==> src/sv/skp_pkg.sv <==
// shared constants and codes for the sorted key page
package skp_pkg;

  localparam int MAX_KEYS = 7;
  localparam int KEY_W    = 32;
  localparam int REC_W    = 31;
  localparam int FLD_W    = 3;
  localparam int CNT_W    = $clog2(MAX_KEYS + 1);
  localparam int IDX_W    = $clog2(MAX_KEYS);

  localparam logic [1:0] OP_INSERT = 2'd0;
  localparam logic [1:0] OP_SEARCH = 2'd1;
  localparam logic [1:0] OP_POP    = 2'd2;
  localparam logic [1:0] OP_SPLIT  = 2'd3;

  localparam logic [2:0] ST_OK        = 3'd0;
  localparam logic [2:0] ST_FULL      = 3'd1;
  localparam logic [2:0] ST_FOUND     = 3'd2;
  localparam logic [2:0] ST_NOT_FOUND = 3'd3;
  localparam logic [2:0] ST_EMPTY     = 3'd4;

  typedef struct packed {
    logic                    en;
    logic [IDX_W-1:0]        idx;
    logic signed [KEY_W-1:0] key;
    logic [REC_W-1:0]        rec;
  } store_wr_t;

endpackage

==> src/sv/skp_ifs.sv <==
// request and result channel interfaces
interface skp_req_if;
  import skp_pkg::*;
  logic                    valid;
  logic                    ready;
  logic [1:0]              op;
  logic signed [KEY_W-1:0] item_key;
  logic [REC_W-1:0]        record_number;
  modport source (output valid, output op, output item_key, output record_number,
                  input ready);
  modport sink (input valid, input op, input item_key, input record_number,
                output ready);
endinterface

interface skp_rsp_if;
  import skp_pkg::*;
  logic                    valid;
  logic                    ready;
  logic [2:0]              status;
  logic [FLD_W-1:0]        position;
  logic signed [KEY_W-1:0] out_key;
  logic [REC_W-1:0]        out_record;
  logic [FLD_W-1:0]        entry_count;
  logic                    last;
  modport source (output valid, output status, output position, output out_key,
                  output out_record, output entry_count, output last, input ready);
  modport sink (input valid, input status, input position, input out_key,
                input out_record, input entry_count, input last, output ready);
endinterface

==> src/sv/skp_store.sv <==
// key and record register file, one write and one read port
module skp_store (
  input  logic                             clk,
  input  skp_pkg::store_wr_t               wr,
  input  logic [skp_pkg::IDX_W-1:0]        rd_idx,
  output logic signed [skp_pkg::KEY_W-1:0] rd_key,
  output logic [skp_pkg::REC_W-1:0]        rd_rec
);
  import skp_pkg::*;

  logic signed [KEY_W-1:0] keys [MAX_KEYS];
  logic [REC_W-1:0]        recs [MAX_KEYS];

  always_ff @(posedge clk) begin
    if (wr.en) begin
      keys[wr.idx] <= wr.key;
      recs[wr.idx] <= wr.rec;
    end
  end

  assign rd_key = keys[rd_idx];
  assign rd_rec = recs[rd_idx];

endmodule

==> src/sv/sorted_key_page.sv <==
// Sorted key page: holds up to MAX_KEYS (key, record) pairs in ascending signed key order
// and runs insert, search, pop-smallest and split on them. One operation is in flight at a
// time; req.ready is high only while the sequencer is idle. After the accepting beat an
// insert moves every stored pair with a key greater than the new key up one slot and then
// writes the new pair (it reports full at once on a full page), a search probes the middle
// of the remaining range until it finds the key or the range is empty, a pop reads the
// smallest pair and moves each remaining pair down one slot, and a split emits the upper
// half of the pairs one by one (an empty status on an empty page). The sequencer then
// returns to idle before it takes the next request. The steps share the single read port
// of the pair store; a step also waits while the result register is occupied.
module sorted_key_page (
  input  logic clk,
  input  logic rst,
  skp_req_if.sink   req,
  skp_rsp_if.source rsp
);
  import skp_pkg::*;

  typedef enum logic [4:0] {
    S_IDLE  = 5'b00001,
    S_INS   = 5'b00010,
    S_SRCH  = 5'b00100,
    S_POP   = 5'b01000,
    S_SPLIT = 5'b10000
  } state_t;

  state_t                  state, state_next;
  logic [CNT_W-1:0]        count, count_next;
  logic [CNT_W-1:0]        p, p_next;
  logic signed [CNT_W:0]   l, l_next, r, r_next;
  logic signed [KEY_W-1:0] op_key;
  logic [REC_W-1:0]        op_rec;
  logic signed [KEY_W-1:0] hold_key, hold_key_next;
  logic [REC_W-1:0]        hold_rec, hold_rec_next;

  logic                    out_valid;
  logic [2:0]              out_status;
  logic [FLD_W-1:0]        out_pos, out_cnt;
  logic signed [KEY_W-1:0] out_key;
  logic [REC_W-1:0]        out_rec;
  logic                    out_last;

  logic                    emit;
  logic [2:0]              e_status;
  logic [CNT_W-1:0]        e_pos, e_cnt;
  logic signed [KEY_W-1:0] e_key;
  logic [REC_W-1:0]        e_rec;
  logic                    e_last;

  store_wr_t               wr;
  logic [CNT_W-1:0]        rd_addr;
  logic signed [KEY_W-1:0] rd_key;
  logic [REC_W-1:0]        rd_rec;
  logic signed [CNT_W:0]   mid;
  logic [CNT_W-1:0]        keep;
  logic                    slot_free, accept;

  skp_store u_store (
    .clk    (clk),
    .wr     (wr),
    .rd_idx (rd_addr[IDX_W-1:0]),
    .rd_key (rd_key),
    .rd_rec (rd_rec)
  );

  assign req.ready = (state == S_IDLE);
  assign accept    = req.valid && req.ready;
  assign slot_free = !out_valid || rsp.ready;
  assign mid       = l + ((r - l) >>> 1);
  assign keep      = count >> 1;

  always_comb begin
    unique case (state)
      S_INS:   rd_addr = p - CNT_W'(1);
      S_SRCH:  rd_addr = mid[CNT_W-1:0];
      default: rd_addr = p;
    endcase
  end

  always_comb begin
    state_next    = state;
    count_next    = count;
    p_next        = p;
    l_next        = l;
    r_next        = r;
    hold_key_next = hold_key;
    hold_rec_next = hold_rec;
    wr            = '0;
    emit          = 1'b0;
    e_status      = ST_OK;
    e_pos         = '0;
    e_cnt         = count;
    e_key         = '0;
    e_rec         = '0;
    e_last        = 1'b1;

    unique case (state)
      S_IDLE: begin
        if (accept) begin
          l_next = '0;
          r_next = $signed({1'b0, count}) - (CNT_W+1)'(1);
          unique case (req.op)
            OP_INSERT: begin
              state_next = S_INS;
              p_next     = count;
            end
            OP_SEARCH: state_next = S_SRCH;
            OP_POP: begin
              state_next = S_POP;
              p_next     = '0;
            end
            default: begin
              state_next = S_SPLIT;
              p_next     = count >> 1;
            end
          endcase
        end
      end
      S_INS: begin
        if (slot_free) begin
          if (count >= CNT_W'(MAX_KEYS)) begin
            emit       = 1'b1;
            e_status   = ST_FULL;
            state_next = S_IDLE;
          end else if (p != '0 && rd_key > op_key) begin
            // move the larger pair up one slot
            wr.en  = 1'b1;
            wr.idx = p[IDX_W-1:0];
            wr.key = rd_key;
            wr.rec = rd_rec;
            p_next = p - CNT_W'(1);
          end else begin
            wr.en      = 1'b1;
            wr.idx     = p[IDX_W-1:0];
            wr.key     = op_key;
            wr.rec     = op_rec;
            count_next = count + CNT_W'(1);
            emit       = 1'b1;
            e_pos      = p;
            e_cnt      = count + CNT_W'(1);
            state_next = S_IDLE;
          end
        end
      end
      S_SRCH: begin
        if (slot_free) begin
          if (r < l) begin
            emit       = 1'b1;
            e_status   = ST_NOT_FOUND;
            e_pos      = l[CNT_W-1:0];
            state_next = S_IDLE;
          end else if (rd_key == op_key) begin
            emit       = 1'b1;
            e_status   = ST_FOUND;
            e_pos      = mid[CNT_W-1:0];
            state_next = S_IDLE;
          end else if (rd_key > op_key) begin
            r_next = mid - (CNT_W+1)'(1);
          end else begin
            l_next = mid + (CNT_W+1)'(1);
          end
        end
      end
      S_POP: begin
        if (slot_free) begin
          if (count == '0) begin
            emit       = 1'b1;
            e_status   = ST_EMPTY;
            state_next = S_IDLE;
          end else if (p == '0) begin
            hold_key_next = rd_key;
            hold_rec_next = rd_rec;
            p_next        = CNT_W'(1);
          end else if (p < count) begin
            // close the gap left by the smallest pair
            wr.en  = 1'b1;
            wr.idx = IDX_W'(p - CNT_W'(1));
            wr.key = rd_key;
            wr.rec = rd_rec;
            p_next = p + CNT_W'(1);
          end else begin
            count_next = count - CNT_W'(1);
            emit       = 1'b1;
            e_key      = hold_key;
            e_rec      = hold_rec;
            e_cnt      = count - CNT_W'(1);
            state_next = S_IDLE;
          end
        end
      end
      S_SPLIT: begin
        if (slot_free) begin
          if (count == '0) begin
            emit       = 1'b1;
            e_status   = ST_EMPTY;
            state_next = S_IDLE;
          end else begin
            emit   = 1'b1;
            e_pos  = p - keep;
            e_key  = rd_key;
            e_rec  = rd_rec;
            e_cnt  = keep;
            e_last = (p + CNT_W'(1) == count);
            p_next = p + CNT_W'(1);
            if (p + CNT_W'(1) == count) begin
              count_next = keep;
              state_next = S_IDLE;
            end
          end
        end
      end
      default: state_next = S_IDLE;
    endcase
  end

  always_ff @(posedge clk) begin
    if (rst) begin
      state     <= S_IDLE;
      count     <= '0;
      out_valid <= 1'b0;
    end else begin
      state <= state_next;
      count <= count_next;
      if (emit) begin
        out_valid <= 1'b1;
      end else if (rsp.ready) begin
        out_valid <= 1'b0;
      end
    end
  end

  always_ff @(posedge clk) begin
    p        <= p_next;
    l        <= l_next;
    r        <= r_next;
    hold_key <= hold_key_next;
    hold_rec <= hold_rec_next;
    if (accept) begin
      op_key <= req.item_key;
      op_rec <= req.record_number;
    end
    if (emit) begin
      out_status <= e_status;
      out_pos    <= FLD_W'(e_pos);
      out_key    <= e_key;
      out_rec    <= e_rec;
      out_cnt    <= FLD_W'(e_cnt);
      out_last   <= e_last;
    end
  end

  assign rsp.valid       = out_valid;
  assign rsp.status      = out_status;
  assign rsp.position    = out_pos;
  assign rsp.out_key     = out_key;
  assign rsp.out_record  = out_rec;
  assign rsp.entry_count = out_cnt;
  assign rsp.last        = out_last;

endmodule

==> src/flat_wrapper.sv <==
// flat-port wrapper written by rule: the top's interface ports become plain ports
module sorted_key_page_flat import skp_pkg::*;
  (clk, rst, req_valid, req_op, req_item_key, req_record_number, req_ready, rsp_valid, rsp_status, rsp_position, rsp_out_key, rsp_out_record, rsp_entry_count, rsp_last, rsp_ready);
  skp_req_if req_i ();
  skp_rsp_if rsp_i ();
  input  logic clk;
  input  logic rst;
  input wire logic [$bits(req_i.valid)-1:0] req_valid;
  input wire logic [$bits(req_i.op)-1:0] req_op;
  input wire logic [$bits(req_i.item_key)-1:0] req_item_key;
  input wire logic [$bits(req_i.record_number)-1:0] req_record_number;
  output wire logic [$bits(req_i.ready)-1:0] req_ready;
  output wire logic [$bits(rsp_i.valid)-1:0] rsp_valid;
  output wire logic [$bits(rsp_i.status)-1:0] rsp_status;
  output wire logic [$bits(rsp_i.position)-1:0] rsp_position;
  output wire logic [$bits(rsp_i.out_key)-1:0] rsp_out_key;
  output wire logic [$bits(rsp_i.out_record)-1:0] rsp_out_record;
  output wire logic [$bits(rsp_i.entry_count)-1:0] rsp_entry_count;
  output wire logic [$bits(rsp_i.last)-1:0] rsp_last;
  input wire logic [$bits(rsp_i.ready)-1:0] rsp_ready;
  assign req_i.valid = req_valid;
  assign req_i.op = req_op;
  assign req_i.item_key = req_item_key;
  assign req_i.record_number = req_record_number;
  assign req_ready = req_i.ready;
  assign rsp_valid = rsp_i.valid;
  assign rsp_status = rsp_i.status;
  assign rsp_position = rsp_i.position;
  assign rsp_out_key = rsp_i.out_key;
  assign rsp_out_record = rsp_i.out_record;
  assign rsp_entry_count = rsp_i.entry_count;
  assign rsp_last = rsp_i.last;
  assign rsp_i.ready = rsp_ready;
  sorted_key_page u_core (.clk(clk), .rst(rst), .req(req_i), .rsp(rsp_i));
endmodule
==> config.mk <==
export PLATFORM = sky130hd
export DESIGN_NAME = sorted_key_page_flat
export DESIGN_NICKNAME = d
export VERILOG_FILES = /design/src/sv/skp_pkg.sv /design/src/sv/skp_ifs.sv /design/src/sv/skp_store.sv /design/src/sv/sorted_key_page.sv /design/src/flat_wrapper.sv
export SDC_FILE = /design/constraint.sdc
export NUM_CORES = 1
export LEC_CHECK = 0
export ABC_AREA = 1
export ABC_CLOCK_PERIOD_IN_PS = 10700
export BUFFER_PORTS_ARGS = -buffer_cell sky130_fd_sc_hd__buf_2
export CORE_MARGIN = 10
export CORE_UTILIZATION = 50
export CTS_CLUSTER_SIZE = 20
export DETAILED_ROUTE_END_ITERATION = 12
export GPL_TIMING_DRIVEN = 0
export PLACE_DENSITY = 0.67
export SLEW_MARGIN = 15
export SYNTH_ARGS = -nofsm -noshare
export SYNTH_HDL_FRONTEND = slang
export SYNTH_SLANG_ARGS = --single-unit
==> constraint.sdc <==
create_clock -name clk -period 10.7 [get_ports clk]
set_input_delay 1.605 -clock clk [delete_from_list [all_inputs] [get_ports clk]]
set_output_delay 1.605 -clock clk [all_outputs]
set_load 0.01 [all_outputs]
==> qor.txt <==
# diodes -> 0
Yosys warns -> 0
Reg2Reg Depth -> 28
Post-layout util -> 59.1%
Initial DRC Count -> 1,799
CTS Buf Count -> 69
Clock-pin slew on the worst setup and hold paths -> 0.06 ns
Routed Antenna Nets -> 0
Slew headroom -> 36.7%
IO Pins -> 144
Vias/cell -> 5.72
Routed wire length -> 74,500 um
Share of cells above drive strength 1 -> 18.3%
Pwr Density -> 297 nW/um^2
DIE AREA -> 66,000 sq um
Mux cell area share after synthesis -> 0%
Synth Area in Simple Gates -> 13.5%
Final hold viol count -> 0
Number of enable flip-flop cells after synthesis -> 651
Num rows -> 86
Synth async-reset ratio -> 0%
Busiest grt layer -> met2
Layout area overhead -> 16.5%
Leakage dissipation -> 12.2 nW
CTS tree -> built
Main flop type after synthesis -> edfxtp_1
Arr. time, crit path -> 7.85 ns
Post_cts resized -> 0
Outcome -> completed
#FFs+latches synth -> 660
Min-Delay Path Class -> reg -> reg
WL per Instance -> 22.5 um
Post-synthesis sequential area ratio -> 70.3%
Die Ht -> 257 um
Clock Skews -> 0.0333 ns
CP Capture Point -> u_core.u_store.recs[1][22]
Unrepaired setup endpoints after global routing -> false
Reg2reg setup slack -> 3.18 ns
Number of port buffers -> 143
Global route overflow -> 0
Worst Hold Depth -> 2
CP required -> 11.03 ns
Initial Utilization -> 50.7%
Critical Path End Type -> flop
Slew Limit Fails -> 0
Pre-CTS setup slack -> 3.35 ns
Largest net degree at the start of global routing -> 27
Vias in the first global route -> 18,958
Worst reg2reg path endpoint -> u_core.u_store.recs[1][22]
Worst setup path start -> u_core.l[2]
Nets@finish -> 2,638
GRT met1 Usage -> 29.6%
Max Clock Freq -> 133 MHz
Maximum vdd drop -> 0.158 mV
Gpl congestion -> 0.881
MaxCap Viol Count -> 0
Sink Count -> 660
Final period utilization -> 70.3%
Critical path startpoint category -> flop
Slew @ Worst Pin -> 0.949 ns
Commonest non-fill, non-tap cell in the layout -> edfxtp_1
Vias post-DR -> 18,951
Clock period minus worst slack -> 7.52 ns
Global-route wire length before repair -> 113,000 um
DRC errors left -> 0
Post-Synth XOR/XNOR Area -> 0.250%
Largest family of logic cells by synthesized area -> simple AND/OR/NAND/NOR gates
Synth Cell Area -> 28,000 sq um
HPWL Detailed -> 51,800 um
Max Root-Sink Buffers -> 3
Final setup viols -> 0
H-tree levels -> 3
Cts hold-fix bufs -> 0
GR Util met3 -> 3.70%
Worst skew pair latency -> 0.61 ns
Cell mode on critical path -> nand2_1
Max FO, Critical Path -> 10
Net count of the mapped netlist -> 2,385
Max stage delay on crit path -> 0.55 ns
Worst Setup Slack, final -> 3.18 ns
Chip Width -> 257 um
Met2 GRT Util -> 36.3%
Synth Area per Inst -> 12.4 sq um
Post-CTS Setup Bufs -> 0
Origin of the critical flop-to-flop path -> u_core.l[2]
First-pass DRT Iterations -> 5
Worst Path Class, Setup -> reg -> reg
Total global-route track usage -> 22.2%
Mapped Cells -> 2,262
Distinct cells, synth -> 53
Slowest CP cell -> buf_1
Compound-Gate Fraction of Synth Area -> 9.32%
Post-synthesis adder-cell area fraction -> 2.49%
Clock Tree Root -> clkbuf_16
Core Region -> 55,300 sq um
Initial antenna violation count -> 0
Commonest cells after routing, fill and taps aside -> 651 x edfxtp_1, 417 x nand2_1, 240 x nand3_1
[worst min path at each step]
stage	start	end	slack [ns]
final	u_core.state[4]	u_core.state[4]	0.53
after global routing	u_core.state[4]	u_core.state[4]	0.56
after CTS	u_core.state[4]	u_core.state[4]	0.52
after detailed placement	u_core.state[4]	u_core.state[4]	0.51
after global placement	u_core.state[3]	u_core.state[3]	0.50
after floorplan	u_core.state[4]	u_core.state[4]	0.48
[per-layer routing]
| layer | vias up | wire length, um |
|---|---|---|
| met5 | - | 0 |
| met4 | 0 | 2110 |
| met3 | 124 | 6130 |
| met2 | 833 | 35600 |
| met1 | 9328 | 30700 |
| li1 | 8666 | - |
[through the flow]
step / power, mW / cell area [sq um] / cells / hold slack (ns) / setup TNS [ns]
2_1_floorplan: 5.97 / 28000 / 2262 / 0.481 / 0
3_3_place_gp: 7.26 / 29700 / 3153 / 0.499 / -160.22
3_5_place_dp: 7.38 / 30500 / 3192 / 0.510 / 0
4_1_cts: 9.71 / 32700 / 3312 / 0.524 / 0
5_1_grt: 10.2 / 32700 / 3312 / 0.559 / 0
6_report: 9.72 / 32700 / 3312 / 0.525 / 0
[layout make-up]
type	count	area, sq um
Clock buffer	86	1850
Fill cell	4424	22600
Timing Repair Buffer	182	1430
Buffer	119	637
Clock inverter	34	322
Tap cell	748	936
Inverter	135	514
Sequential cell	660	19700
Multi-Input combinational cell	1348	7250
[kinds of logic after synthesis]
| kind of cell | after synthesis |
|---|---|
| and+or+nand+nor | 864 |
| DFF | 660 |
| AOI/OAI and AO/OA | 422 |
| buffers and inverters | 254 |
| adders and majority gates | 54 |
| xor gates and xnor gates | 8 |
[worst max-delay path, delay by kind of cell (launching register included)]
kind | cells | cell delay [ns]
compound gates | 8 | 2.71
simple gates | 11 | 1.67
buf+inv | 5 | 1.32
fa+ha+maj | 3 | 0.88
flops | 1 | 0.43
xor+xnor | 1 | 0.19
[synth_stat cells (4+ instances only)]
| cell type | n | area (sq um) |
|---|---|---|
| nand3_1 | 240 | 1200 |
| edfxtp_1 | 651 | 19500 |
| a31oi_2 | 6 | 75.1 |
| buf_6 | 12 | 135 |
| xnor2_1 | 4 | 35.0 |
| or2_1 | 21 | 131 |
| o21ai_1 | 147 | 736 |
| nor2_1 | 133 | 499 |
| or2_2 | 12 | 75.1 |
| inv_1 | 120 | 450 |
| inv_2 | 10 | 37.5 |
| nor3_1 | 11 | 55.1 |
| o211ai_1 | 61 | 458 |
| dfxtp_1 | 9 | 180 |
| clkbuf_1 | 43 | 161 |
| ha_1 | 51 | 638 |
| or2_0 | 4 | 25.0 |
| a21oi_1 | 31 | 155 |
| nand2_1 | 417 | 1570 |
| nand4_1 | 7 | 43.8 |
| xor2_1 | 4 | 35.0 |
| buf_4 | 8 | 60.1 |
| buf_2 | 53 | 265 |
| o21ai_2 | 51 | 447 |
| o21ai_0 | 100 | 500 |
[report_power, final]
| part | total [mW] | leakage [nW] | switching [mW] | internal (mW) |
|---|---|---|---|---|
| Combinational | 4.15 | 4.72 | 2.95 | 1.20 |
| Clock | 2.33 | 1.06 | 0.977 | 1.35 |
| Sequential | 3.23 | 6.44 | 0.0655 | 3.17 |
[state kept, by name (all words and copies together) (netlist names), 5 cells and up]
signal                 count
u_core.u_store.keys      224
u_core.state               5
u_core.hold_rec           31
u_core.op_rec             31
u_core.op_key             32
u_core.rsp.out_key        32
u_core.hold_key           32
u_core.u_store.recs      217
u_core.rsp.out_record     31
(Power assumes the default switching activity.)
